### src/hdl/assert_macros.svh
// Assertion helpers shared by the RTL.
`ifndef ASSERT_MACROS_SVH
`define ASSERT_MACROS_SVH

// cond must never hold outside reset
`define ASSERT_NEVER(lbl, clk, rst_n, cond) \
    lbl: assert property (@(posedge clk) disable iff (!rst_n) !(cond)) \
        else $error("assertion failed");

// ante implies cons in the same cycle
`define ASSERT_IMPL(lbl, clk, rst_n, ante, cons) \
    lbl: assert property (@(posedge clk) disable iff (!rst_n) (ante) |-> (cons)) \
        else $error("assertion failed");

`endif

### src/hdl/tlrg_pkg.sv
package tlrg_pkg;

    // size field width, fixed across the block and its interfaces
    localparam int SIZE_BITS = 16;

    localparam logic [2:0] STYLE_TILE    = 3'd0;
    localparam logic [2:0] STYLE_SPIRAL  = 3'd1;
    localparam logic [2:0] STYLE_DIM     = 3'd2;
    localparam logic [2:0] STYLE_COLUMNS = 3'd3;
    localparam logic [2:0] STYLE_ROWS    = 3'd4;
    localparam logic [2:0] STYLE_GRID    = 3'd5;

    localparam logic [2:0] CFG_STYLE  = 3'd0;
    localparam logic [2:0] CFG_MAIN   = 3'd1;
    localparam logic [2:0] CFG_RATIO  = 3'd2;
    localparam logic [2:0] CFG_VPAD   = 3'd3;
    localparam logic [2:0] CFG_OPAD   = 3'd4;

    localparam int CFG_IDX_W  = 3;
    localparam int CFG_DATA_W = 16;

    localparam logic [15:0] RATIO_MIN = 16'd6553;
    localparam logic [15:0] RATIO_MAX = 16'd58982;

    typedef enum logic [5:0] {
        ST_IDLE = 6'b000001,
        ST_SIZE = 6'b000010,
        ST_PREP = 6'b000100,
        ST_DIV  = 6'b001000,
        ST_EMIT = 6'b010000,
        ST_HOLD = 6'b100000
    } t_state;

    // smallest g with g*g >= n, n up to 64
    function automatic logic [3:0] ceil_sqrt(input logic [6:0] n);
        logic [3:0] g;
        g = 4'd8;
        for (int k = 8; k >= 1; k--) begin
            if (7'(k * k) >= n || k == 8) begin
                if (k * k >= int'(n)) g = 4'(k);
            end
        end
        return g;
    endfunction

endpackage

### src/hdl/tlrg_dem_if.sv
interface tlrg_dem_if
    import tlrg_pkg::*;
();
    logic                 valid;
    logic                 ready;
    logic [7:0]           num_views;
    logic [SIZE_BITS-1:0] area_width;
    logic [SIZE_BITS-1:0] area_height;
    logic [31:0]          demand_serial;

    modport source(output valid, num_views, area_width, area_height, demand_serial,
                   input ready);
    modport sink(input valid, num_views, area_width, area_height, demand_serial,
                 output ready);
endinterface

### src/hdl/tlrg_rect_if.sv
interface tlrg_rect_if
    import tlrg_pkg::*;
();
    logic                 valid;
    logic                 ready;
    logic [4:0]           view_index;
    logic                 is_view;
    logic [SIZE_BITS:0]   pos_x;
    logic [SIZE_BITS:0]   pos_y;
    logic [SIZE_BITS-1:0] rect_width;
    logic [SIZE_BITS-1:0] rect_height;
    logic [31:0]          serial_echo;
    logic                 last_rect;

    modport source(output valid, view_index, is_view, pos_x, pos_y, rect_width,
                   rect_height, serial_echo, last_rect, input ready);
    modport sink(input valid, view_index, is_view, pos_x, pos_y, rect_width,
                 rect_height, serial_echo, last_rect, output ready);
endinterface

### src/hdl/tiling_layout_rect_generator.sv
// Tiling layout rectangle generator.
// i_dem carries one layout request (view count, area size, serial); o_rect
// returns one padded rectangle per view in index order, last_rect marking the
// final one. A count of zero gives a single marker with is_view low.
// Configuration (style, main count, ratio, paddings) is written on the i_cfg_*
// port; the user must write it only while no request is in progress, as the
// block does not enforce this. It takes effect on the next request.
// Sequence: a request is sized (ST_SIZE, ST_PREP), then one restoring divider
// is reused for up to two quotients, then each rectangle is built (ST_EMIT)
// and presented (ST_HOLD). i_dem.ready is high only when idle, so a new request
// is taken only after the last rectangle of the previous one is accepted.
// The divider gives one quotient bit per cycle; a single output register holds each rectangle.
// Reset (synchronous, active low) returns the sequencer to idle, drops
// o_rect.valid and loads the configuration defaults. When the receiver holds
// o_rect.ready low the current rectangle stays on the port unchanged and the
// sequencer waits.
module tiling_layout_rect_generator
    import tlrg_pkg::*;
#(
    parameter int MAX_VIEWS = 32
) (
    input  logic                  i_clk,
    input  logic                  i_rst_n,
    input  logic                  i_cfg_we,
    input  logic [CFG_IDX_W-1:0]  i_cfg_idx,
    input  logic [CFG_DATA_W-1:0] i_cfg_data,
    tlrg_dem_if.sink              i_dem,
    tlrg_rect_if.source           o_rect
);
    `include "assert_macros.svh"

    localparam int S     = SIZE_BITS;
    localparam int CNT_W = ($clog2(MAX_VIEWS + 1) > 2) ? $clog2(MAX_VIEWS + 1) : 2;
    localparam int PW    = ((S > 13) ? S : 13) + 2;
    localparam int DC_W  = $clog2(S + 1);

    // configuration
    logic [2:0]  r_style;
    logic [7:0]  r_main;
    logic [15:0] r_ratio;
    logic [11:0] r_vpad;
    logic [11:0] r_opad;

    t_state r_state, n_state;

    // request
    logic [CNT_W-1:0] r_n;
    logic [S-1:0]     r_aw, r_ah, r_w, r_h, r_msize;
    logic [31:0]      r_serial;

    // divider
    logic [S-1:0]     r_div_num, n_div_num;
    logic [CNT_W-1:0] r_div_den, n_div_den;
    logic [CNT_W-1:0] r_div_rem, n_div_rem;
    logic [DC_W-1:0]  r_div_cnt, n_div_cnt;
    logic             r_div_sel, n_div_sel;
    logic [S-1:0]     r_qa, n_qa, r_qb, n_qb;

    // walk
    logic [CNT_W-1:0] r_i, n_i;
    logic [CNT_W-1:0] r_col, n_col;
    logic [S-1:0]     r_ax, n_ax, r_ay, n_ay, r_vw, n_vw, r_vh, n_vh;

    // output register
    logic             r_ovalid, n_ovalid;
    logic [4:0]       r_oidx;
    logic             r_oisv, r_olast;
    logic [S:0]       r_ox, r_oy;
    logic [S-1:0]     r_ow, r_oh;
    logic [S:0]       n_ox, n_oy;
    logic [S-1:0]     n_ow, n_oh;
    logic             n_olast;

    logic             dem_acc;
    logic [CNT_W-1:0] n_clamped;
    logic [PW-1:0]    op2, vp2, padsum;
    logic [S-1:0]     w_calc, h_calc;
    logic [S+15:0]    prod;
    logic [15:0]      ratio_sat;
    logic             is_tile, is_spiral, is_dim, is_cols, is_rows, is_grid;
    logic             need_a, need_b;
    logic [S-1:0]     a_num, b_num;
    logic [CNT_W-1:0] a_den, b_den, mc_min, g;
    logic [CNT_W:0]   rem_sh;
    logic             qbit;
    logic [S-1:0]     div_res;
    logic             last_i, in_main;
    logic [7:0]       i_ext;
    logic [S-1:0]     ex, ey, ew, eh, hw, hh;

    function automatic logic [S-1:0] sat_sub(input logic [S-1:0] a, input logic [PW-1:0] b);
        return (PW'(a) > b) ? S'(PW'(a) - b) : '0;
    endfunction

    assign dem_acc     = i_dem.valid && i_dem.ready;
    assign i_dem.ready = (r_state == ST_IDLE);

    assign n_clamped = (i_dem.num_views > 8'(MAX_VIEWS)) ? CNT_W'(MAX_VIEWS)
                                                          : CNT_W'(i_dem.num_views);

    assign op2    = PW'({r_opad, 1'b0});
    assign vp2    = PW'({r_vpad, 1'b0});
    assign padsum = PW'(r_vpad) + PW'(r_opad);
    assign w_calc = sat_sub(r_aw, op2);
    assign h_calc = sat_sub(r_ah, op2);

    assign ratio_sat = (r_ratio < RATIO_MIN) ? RATIO_MIN :
                       (r_ratio > RATIO_MAX) ? RATIO_MAX : r_ratio;
    assign prod      = (S + 16)'(r_w) * (S + 16)'(ratio_sat);

    assign is_spiral = (r_style == STYLE_SPIRAL);
    assign is_dim    = (r_style == STYLE_DIM);
    assign is_cols   = (r_style == STYLE_COLUMNS);
    assign is_rows   = (r_style == STYLE_ROWS);
    assign is_grid   = (r_style == STYLE_GRID);
    assign is_tile   = !(is_spiral || is_dim || is_cols || is_rows || is_grid);

    assign mc_min = (r_main < 8'(r_n)) ? CNT_W'(r_main) : r_n;
    assign g      = CNT_W'(ceil_sqrt(7'(r_n)));

    assign need_a = is_tile ? (r_main != 8'd0) : (is_cols || is_rows || is_grid);
    assign need_b = is_tile ? (8'(r_n) > r_main) : is_grid;
    assign a_num  = (is_cols || is_grid) ? r_w : r_h;
    assign a_den  = is_tile ? mc_min : (is_grid ? g : r_n);
    assign b_num  = r_h;
    assign b_den  = is_grid ? g : CNT_W'(8'(r_n) - r_main);

    // restoring divider step
    assign rem_sh  = {r_div_rem, r_div_num[S-1]};
    assign qbit    = (rem_sh >= {1'b0, r_div_den});
    assign div_res = {r_div_num[S-2:0], qbit};

    // rectangle build
    assign last_i  = (r_i == r_n - CNT_W'(1));
    assign i_ext   = 8'(r_i);
    assign in_main = (i_ext < r_main);
    assign hw      = r_vw >> 1;
    assign hh      = r_vh >> 1;

    always_comb begin
        n_state   = r_state;
        n_div_num = r_div_num;
        n_div_den = r_div_den;
        n_div_rem = r_div_rem;
        n_div_cnt = r_div_cnt;
        n_div_sel = r_div_sel;
        n_qa      = r_qa;
        n_qb      = r_qb;
        n_i       = r_i;
        n_col     = r_col;
        n_ax      = r_ax;
        n_ay      = r_ay;
        n_vw      = r_vw;
        n_vh      = r_vh;
        n_ovalid  = r_ovalid;
        n_ox      = r_ox;
        n_oy      = r_oy;
        n_ow      = r_ow;
        n_oh      = r_oh;
        n_olast   = r_olast;
        ex        = '0;
        ey        = '0;
        ew        = '0;
        eh        = '0;

        unique case (r_state)
            ST_IDLE: begin
                if (dem_acc) n_state = ST_SIZE;
            end
            ST_SIZE: begin
                n_state = ST_PREP;
            end
            ST_PREP: begin
                n_i   = '0;
                n_col = '0;
                n_ax  = '0;
                n_ay  = '0;
                n_vw  = r_w;
                n_vh  = r_h;
                n_div_rem = '0;
                n_div_cnt = DC_W'(S);
                if (r_n != '0 && need_a) begin
                    n_div_num = a_num;
                    n_div_den = a_den;
                    n_div_sel = 1'b0;
                    n_state   = ST_DIV;
                end else if (r_n != '0 && need_b) begin
                    n_div_num = b_num;
                    n_div_den = b_den;
                    n_div_sel = 1'b1;
                    n_state   = ST_DIV;
                end else begin
                    n_state = ST_EMIT;
                end
            end
            ST_DIV: begin
                n_div_num = div_res;
                n_div_rem = qbit ? CNT_W'(rem_sh - {1'b0, r_div_den}) : CNT_W'(rem_sh);
                n_div_cnt = r_div_cnt - DC_W'(1);
                if (r_div_cnt == DC_W'(1)) begin
                    if (!r_div_sel) begin
                        n_qa = div_res;
                        if (need_b) begin
                            n_div_num = b_num;
                            n_div_den = b_den;
                            n_div_rem = '0;
                            n_div_cnt = DC_W'(S);
                            n_div_sel = 1'b1;
                        end else begin
                            n_state = ST_EMIT;
                        end
                    end else begin
                        n_qb    = div_res;
                        n_state = ST_EMIT;
                    end
                end
            end
            ST_EMIT: begin
                if (r_n == '0) begin
                    n_ox    = '0;
                    n_oy    = '0;
                    n_ow    = '0;
                    n_oh    = '0;
                    n_olast = 1'b1;
                end else begin
                    if (is_spiral || is_dim) begin
                        ex = r_ax;
                        ey = r_ay;
                        if (!last_i) begin
                            if (!r_i[0]) begin
                                n_vw = hw;
                                if (r_i[1] && !is_dim) ex = r_ax + hw;
                                else n_ax = r_ax + hw;
                            end else begin
                                n_vh = hh;
                                if (r_i[1] && !is_dim) ey = r_ay + hh;
                                else n_ay = r_ay + hh;
                            end
                        end
                        ew = sat_sub(n_vw, vp2);
                        eh = sat_sub(n_vh, vp2);
                    end else if (is_cols) begin
                        ex   = r_ax;
                        ew   = sat_sub(r_qa, vp2);
                        eh   = r_h;
                        n_ax = r_ax + r_qa;
                    end else if (is_rows) begin
                        ey   = r_ay;
                        ew   = r_w;
                        eh   = sat_sub(r_qa, vp2);
                        n_ay = r_ay + r_qa;
                    end else if (is_grid) begin
                        ex = r_ax;
                        ey = r_ay;
                        ew = sat_sub(r_qa, vp2);
                        eh = sat_sub(r_qb, vp2);
                        if (r_col + CNT_W'(1) == g) begin
                            n_col = '0;
                            n_ax  = '0;
                            n_ay  = r_ay + r_qb;
                        end else begin
                            n_col = r_col + CNT_W'(1);
                            n_ax  = r_ax + r_qa;
                        end
                    end else begin
                        ey = r_ay;
                        if (in_main) begin
                            ex = '0;
                            ew = sat_sub(r_msize, vp2);
                            eh = sat_sub(r_qa, vp2);
                            n_ay = (i_ext + 8'd1 == r_main) ? '0 : r_ay + r_qa;
                        end else begin
                            ex = r_msize;
                            ew = sat_sub(r_w - r_msize, vp2);
                            eh = sat_sub(r_qb, vp2);
                            n_ay = r_ay + r_qb;
                        end
                    end
                    n_ox = (S + 1)'(PW'(ex) + padsum);
                    n_oy = (S + 1)'(PW'(ey) + padsum);
                    n_ow = ew;
                    n_oh = eh;
                    if (is_cols) n_oy = (S + 1)'(PW'(r_opad));
                    if (is_rows) n_ox = (S + 1)'(PW'(r_opad));
                    n_olast = last_i;
                end
                n_ovalid = 1'b1;
                n_state  = ST_HOLD;
            end
            ST_HOLD: begin
                if (o_rect.ready) begin
                    n_ovalid = 1'b0;
                    n_i      = r_i + CNT_W'(1);
                    n_state  = r_olast ? ST_IDLE : ST_EMIT;
                end
            end
            default: n_state = ST_IDLE;
        endcase
    end

    always_ff @(posedge i_clk) begin
        if (!i_rst_n) begin
            r_state  <= ST_IDLE;
            r_ovalid <= 1'b0;
            r_style  <= STYLE_TILE;
            r_main   <= 8'd1;
            r_ratio  <= 16'd32768;
            r_vpad   <= 12'd5;
            r_opad   <= 12'd5;
        end else begin
            r_state  <= n_state;
            r_ovalid <= n_ovalid;
            if (i_cfg_we) begin
                unique case (i_cfg_idx)
                    CFG_STYLE: r_style <= i_cfg_data[2:0];
                    CFG_MAIN:  r_main  <= i_cfg_data[7:0];
                    CFG_RATIO: r_ratio <= i_cfg_data;
                    CFG_VPAD:  r_vpad  <= i_cfg_data[11:0];
                    CFG_OPAD:  r_opad  <= i_cfg_data[11:0];
                    default: ;
                endcase
            end
        end
    end

    always_ff @(posedge i_clk) begin
        if (dem_acc) begin
            r_n      <= n_clamped;
            r_aw     <= i_dem.area_width;
            r_ah     <= i_dem.area_height;
            r_serial <= i_dem.demand_serial;
        end
        if (r_state == ST_SIZE) begin
            r_w <= w_calc;
            r_h <= h_calc;
        end
        if (r_state == ST_PREP) begin
            if (r_main == 8'd0)          r_msize <= '0;
            else if (8'(r_n) <= r_main)  r_msize <= r_w;
            else                         r_msize <= prod[S+15:16];
        end
        if (r_state == ST_EMIT) begin
            r_oidx <= 5'(r_i);
            r_oisv <= (r_n != '0);
        end
        r_div_num <= n_div_num;
        r_div_den <= n_div_den;
        r_div_rem <= n_div_rem;
        r_div_cnt <= n_div_cnt;
        r_div_sel <= n_div_sel;
        r_qa      <= n_qa;
        r_qb      <= n_qb;
        r_i       <= n_i;
        r_col     <= n_col;
        r_ax      <= n_ax;
        r_ay      <= n_ay;
        r_vw      <= n_vw;
        r_vh      <= n_vh;
        r_ox      <= n_ox;
        r_oy      <= n_oy;
        r_ow      <= n_ow;
        r_oh      <= n_oh;
        r_olast   <= n_olast;
    end

    assign o_rect.valid       = r_ovalid;
    assign o_rect.view_index  = r_oidx;
    assign o_rect.is_view     = r_oisv;
    assign o_rect.pos_x       = r_ox;
    assign o_rect.pos_y       = r_oy;
    assign o_rect.rect_width  = r_ow;
    assign o_rect.rect_height = r_oh;
    assign o_rect.serial_echo = r_serial;
    assign o_rect.last_rect   = r_olast;

    `ASSERT_NEVER(a_no_zero_div, i_clk, i_rst_n, r_state == ST_DIV && r_div_den == '0)
    `ASSERT_NEVER(a_busy_or_ready, i_clk, i_rst_n, i_dem.ready && o_rect.valid)
    `ASSERT_IMPL(a_last_index, i_clk, i_rst_n, o_rect.valid && o_rect.last_rect && o_rect.is_view, o_rect.view_index == 5'(r_n - CNT_W'(1)))

endmodule

### src/flat_wrapper.sv
// flat-port wrapper written by rule: the top's interface ports become plain ports
module tiling_layout_rect_generator_flat import tlrg_pkg::*;
#(
    parameter int MAX_VIEWS = 32
)
  (i_clk, i_rst_n, i_cfg_we, i_cfg_idx, i_cfg_data, i_dem_valid, i_dem_num_views, i_dem_area_width, i_dem_area_height, i_dem_demand_serial, i_dem_ready, o_rect_valid, o_rect_view_index, o_rect_is_view, o_rect_pos_x, o_rect_pos_y, o_rect_rect_width, o_rect_rect_height, o_rect_serial_echo, o_rect_last_rect, o_rect_ready);
  tlrg_dem_if i_dem_i ();
  tlrg_rect_if o_rect_i ();
  input  logic i_clk;
  input  logic i_rst_n;
  input  logic i_cfg_we;
  input  logic [CFG_IDX_W-1:0] i_cfg_idx;
  input  logic [CFG_DATA_W-1:0] i_cfg_data;
  input wire logic [$bits(i_dem_i.valid)-1:0] i_dem_valid;
  input wire logic [$bits(i_dem_i.num_views)-1:0] i_dem_num_views;
  input wire logic [$bits(i_dem_i.area_width)-1:0] i_dem_area_width;
  input wire logic [$bits(i_dem_i.area_height)-1:0] i_dem_area_height;
  input wire logic [$bits(i_dem_i.demand_serial)-1:0] i_dem_demand_serial;
  output wire logic [$bits(i_dem_i.ready)-1:0] i_dem_ready;
  output wire logic [$bits(o_rect_i.valid)-1:0] o_rect_valid;
  output wire logic [$bits(o_rect_i.view_index)-1:0] o_rect_view_index;
  output wire logic [$bits(o_rect_i.is_view)-1:0] o_rect_is_view;
  output wire logic [$bits(o_rect_i.pos_x)-1:0] o_rect_pos_x;
  output wire logic [$bits(o_rect_i.pos_y)-1:0] o_rect_pos_y;
  output wire logic [$bits(o_rect_i.rect_width)-1:0] o_rect_rect_width;
  output wire logic [$bits(o_rect_i.rect_height)-1:0] o_rect_rect_height;
  output wire logic [$bits(o_rect_i.serial_echo)-1:0] o_rect_serial_echo;
  output wire logic [$bits(o_rect_i.last_rect)-1:0] o_rect_last_rect;
  input wire logic [$bits(o_rect_i.ready)-1:0] o_rect_ready;
  assign i_dem_i.valid = i_dem_valid;
  assign i_dem_i.num_views = i_dem_num_views;
  assign i_dem_i.area_width = i_dem_area_width;
  assign i_dem_i.area_height = i_dem_area_height;
  assign i_dem_i.demand_serial = i_dem_demand_serial;
  assign i_dem_ready = i_dem_i.ready;
  assign o_rect_valid = o_rect_i.valid;
  assign o_rect_view_index = o_rect_i.view_index;
  assign o_rect_is_view = o_rect_i.is_view;
  assign o_rect_pos_x = o_rect_i.pos_x;
  assign o_rect_pos_y = o_rect_i.pos_y;
  assign o_rect_rect_width = o_rect_i.rect_width;
  assign o_rect_rect_height = o_rect_i.rect_height;
  assign o_rect_serial_echo = o_rect_i.serial_echo;
  assign o_rect_last_rect = o_rect_i.last_rect;
  assign o_rect_i.ready = o_rect_ready;
  tiling_layout_rect_generator #(.MAX_VIEWS(MAX_VIEWS)) u_core (.i_clk(i_clk), .i_rst_n(i_rst_n), .i_cfg_we(i_cfg_we), .i_cfg_idx(i_cfg_idx), .i_cfg_data(i_cfg_data), .i_dem(i_dem_i), .o_rect(o_rect_i));
endmodule
### config.mk
export PLATFORM = sky130hd
export DESIGN_NAME = tiling_layout_rect_generator_flat
export DESIGN_NICKNAME = d
export VERILOG_FILES = /design/src/hdl/tlrg_pkg.sv /design/src/hdl/tlrg_dem_if.sv /design/src/hdl/tlrg_rect_if.sv /design/src/hdl/tiling_layout_rect_generator.sv /design/src/flat_wrapper.sv
export VERILOG_INCLUDE_DIRS = /design/src /design/src/hdl
export SDC_FILE = /design/constraint.sdc
export NUM_CORES = 2
export LEC_CHECK = 0
export BUFFER_PORTS_ARGS = -buffer_cell sky130_fd_sc_hd__buf_2
export CAP_MARGIN = 20
export CORE_ASPECT_RATIO = 0.5
export CORE_MARGIN = 3
export CORE_UTILIZATION = 55
export DETAILED_ROUTE_END_ITERATION = 6
export GPL_TIMING_DRIVEN = 1
export PLACE_DENSITY_LB_ADDON = 0.05
export SYNTH_ARGS = -nofsm -noshare
export SYNTH_HDL_FRONTEND = slang
export SYNTH_SLANG_ARGS = --single-unit
### constraint.sdc
create_clock -name i_clk -period 10.1 [get_ports i_clk]
set_input_delay 2.02 -clock i_clk [delete_from_list [all_inputs] [get_ports i_clk]]
set_output_delay 2.02 -clock i_clk [all_outputs]
set_load 0.05 [all_outputs]
==> metrics <==
run status=complete, but fails checks; failing checks=design-rule violations; cell taking the most area after synthesis=edfxtp_1; critical path arrival=8760 ps; period utilisation layout=0.835; GRT Overall Usage=0.367; P per Cell Area=119 mW/mm^2; CTS Sinks=391; Yosys top cell area share=0.268; Max FO, Critical Path=19; top-count cell post-synth=nand2_1; Crit Path Class=reg -> reg; GP Congestion=0.997; CTS tree=done; Static Leak=17.4 nW; Fmax=119 MHz; vias in the first global route=31600; Setup violations, final=0; vias per inst=6.37; clk_lat worst skew=620 ps; Synth top cells by count=510 x nand2_1, 380 x inv_1, 354 x ha_1; DRT Pass-1 Iters=7; hold_buf cts=0; boundary pin count=203; initial antenna violation count=5; Initial Utilization=0.565; r2r startpoint=u_core.r_ratio[14]; dominant synthesized flop cell=edfxtp_1; Post-CTS Setup Inserts=0; worst min path class=reg -> reg; Routed WL per cell=25.4 um; met2 wire length=54.8 mm; MaxCap Viol Count=0; worst slew pin tran=1130 ps; Mean Syn Cell Area=9.19 sq um; fin cells=5139; main area contributors after synthesis=edfxtp_1 27%, ha_1 12%, fa_1 11%, nand2_1 5.1%, inv_1 3.8%; worst path required time=10420 ps; DPL Wire Length=101 mm; largest net degree at the start of global routing=71; minimum clock period=8440 ps; Yosys reg bits=391; Rel. slew slack=0.245; P&R area growth vs syn=9.16%; Worst setup startpoint=u_core.r_ratio[14]; first-pass GRT wire length=197 mm; post-CTS sizing=0; total number of yosys warnings=0; Root Driver=clkbuf_16; peak supply drop=0.000176 V; Die Wd=374 um; clock slew at reported path FFs=60 ps; sequential element share of the synthesized area=0.299; crit path capture type=flop; Syn Inst Count=4059; fin util=0.617; core area=0.0660 sq mm; met1 WL=55.5 mm; grt ovf=0; r2r setup slk=1660 ps; syn nets=4721; DR iter-0 viols=3987; via count=32700; final net count=4885; DRC violations left=14; cell area after placement=0.0393 sq mm; Placed Instances=5061; async set-reset flop share out of synthesis=0; FF-to-FF End=u_core.r_msize[12]; # H-tree levels=2; unrepaired setup endpoints after global routing=no; # port buffers=202; final wirelength=131 mm; element type at the critical path start=flop; post-route cell area=0.0407 sq mm; Antenna Cells=0; Row Count=66; Setup TNS Final=0 ps; Cell Area, Synth=0.0373 sq mm; Die H=190 um; endpoints failing hold=0; full die area=0.0711 sq mm; Top Layer Used=met4; CTS Buf Count=41; layout cells sized above 1=0.101; met3 wire len=15.7 mm; Synth cell types=90; Worst Setup EP=u_core.r_msize[12]; Max Slew Vio Count=0; reg2reg path depth=25; Final Skew=49.0 ps; maximum clock insertion buffer count=3; DRT antenna net count=0; Post-synth EDFFs=333
-- worst max-delay path, cell delays in order, from the launching register on --
cell and delay (ps):
dfxtp_1 710, nand3_1 330, a21oi_1 320, nor2_1 90, nor2_1 840, and2_1 260
fa_1 420, inv_1 90, fa_1 420, fa_1 530, inv_1 50, fa_1 480
fa_1 560, inv_1 60, fa_1 530, inv_1 40, ha_1 310, a21o_1 170
a21o_1 170, a21o_1 160, a221oi_1 550, nand3_1 250, and2_1 240, a221oi_1 320
mux2i_1 220, nand2_1 60
-- per-layer routing --
layer,vias up,GRT usage
met5,-,0
met4,0,0.123
met3,258,0.0815
met2,1749,0.546
met1,16000,0.529
li1,14700,-
-- stage by stage --
stage,setup slack [ps],power [mW],hold WS (ps)
floorplan,2620,2.89,445
global placement,1860,3.26,489
detailed placement,1570,3.29,493
CTS,1560,4.85,502
global route,1050,5.10,525
finish,1660,4.86,503
-- cells in the final DEF (no fill, tap or decap), types with 43 or more instances in the layout --
cell type / n
a211oi_1: 43
edfxtp_1: 333
nor2b_1: 46
xnor2_1: 153
dfxtp_1: 58
buf_4: 61
a21oi_1: 215
fa_1: 212
and2_1: 136
a21boi_0: 54
ha_1: 354
nor3_1: 101
xor2_1: 77
inv_1: 380
nand2_1: 510
o21ai_0: 153
nand3_1: 75
buf_2: 203
a21o_1: 107
nor2_1: 256
-- state kept, by name, indices dropped and copies added, names as in the netlist, 8 cells and up --
name / flops
u_core.r_qa: 16
u_core.r_ah: 16
u_core.r_div_num: 16
u_core.o_rect.pos_x: 17
u_core.r_ax: 16
u_core.o_rect.rect_width: 16
u_core.o_rect.rect_height: 16
u_core.o_rect.serial_echo: 32
u_core.b_num: 16
u_core.r_main: 8
u_core.r_ay: 16
u_core.r_aw: 16
u_core.r_vpad: 12
u_core.r_qb: 16
u_core.o_rect.pos_y: 17
u_core.r_w: 16
u_core.r_msize: 16
u_core.r_vh: 16
u_core.r_ratio: 16
u_core.r_vw: 16
u_core.r_opad: 12
-- layout make-up --
| type | instances | area [sq um] |
|---|---|---|
| Timing Repair Buffer | 265 | 1490 |
| Multi-Input combinational cell | 3143 | 24200 |
| Clock buffer | 47 | 1100 |
| Clock inverter | 28 | 255 |
| Sequential cell | 391 | 11200 |
| Inverter | 381 | 1430 |
| Tap cell | 884 | 1110 |
| Fill cell | 5819 | 25300 |
-- kinds of logic (layout without fill, tap and decap cells) --
logic type,Yosys count,count (layout),synth area share
AND/OR/NAND/NOR,1342,1342,0.171
flip-flops,391,391,0.299
buffers and inverters,525,721,0.0536
multiplexers,57,57,0.0166
AO/OA/AOI/OAI,947,947,0.172
XOR/XNOR,230,230,0.0540
adder cells (fa/ha/maj),567,567,0.233
-- power breakdown --
part / switching [mW] / total [mW] / internal [mW] / leakage, nW
Combinational: 0.858 / 1.37 / 0.517 / 13.2
Clock: 0.724 / 1.57 / 0.849 / 0.668
Sequential: 0.0623 / 1.91 / 1.85 / 3.45
Total: 1.65 / 4.86 / 3.22 / 17.4
-- how the worst min path moves through the flow --
stage	from	to	slack, ps	cells after the start
finish	u_core.r_ratio[6]	u_core.r_ratio[6]	500	2
global route	u_core.r_div_num[2]	u_core.r_qa[3]	520	0
CTS	u_core.r_ratio[6]	u_core.r_ratio[6]	500	2
detailed placement	u_core.r_ratio[6]	u_core.r_ratio[6]	490	2
global placement	u_core.r_ratio[12]	u_core.r_ratio[12]	490	2
floorplan	u_core.r_div_num[9]	u_core.r_qa[10]	450	0
No activity file was read; power rests on OpenSTA's default activity.
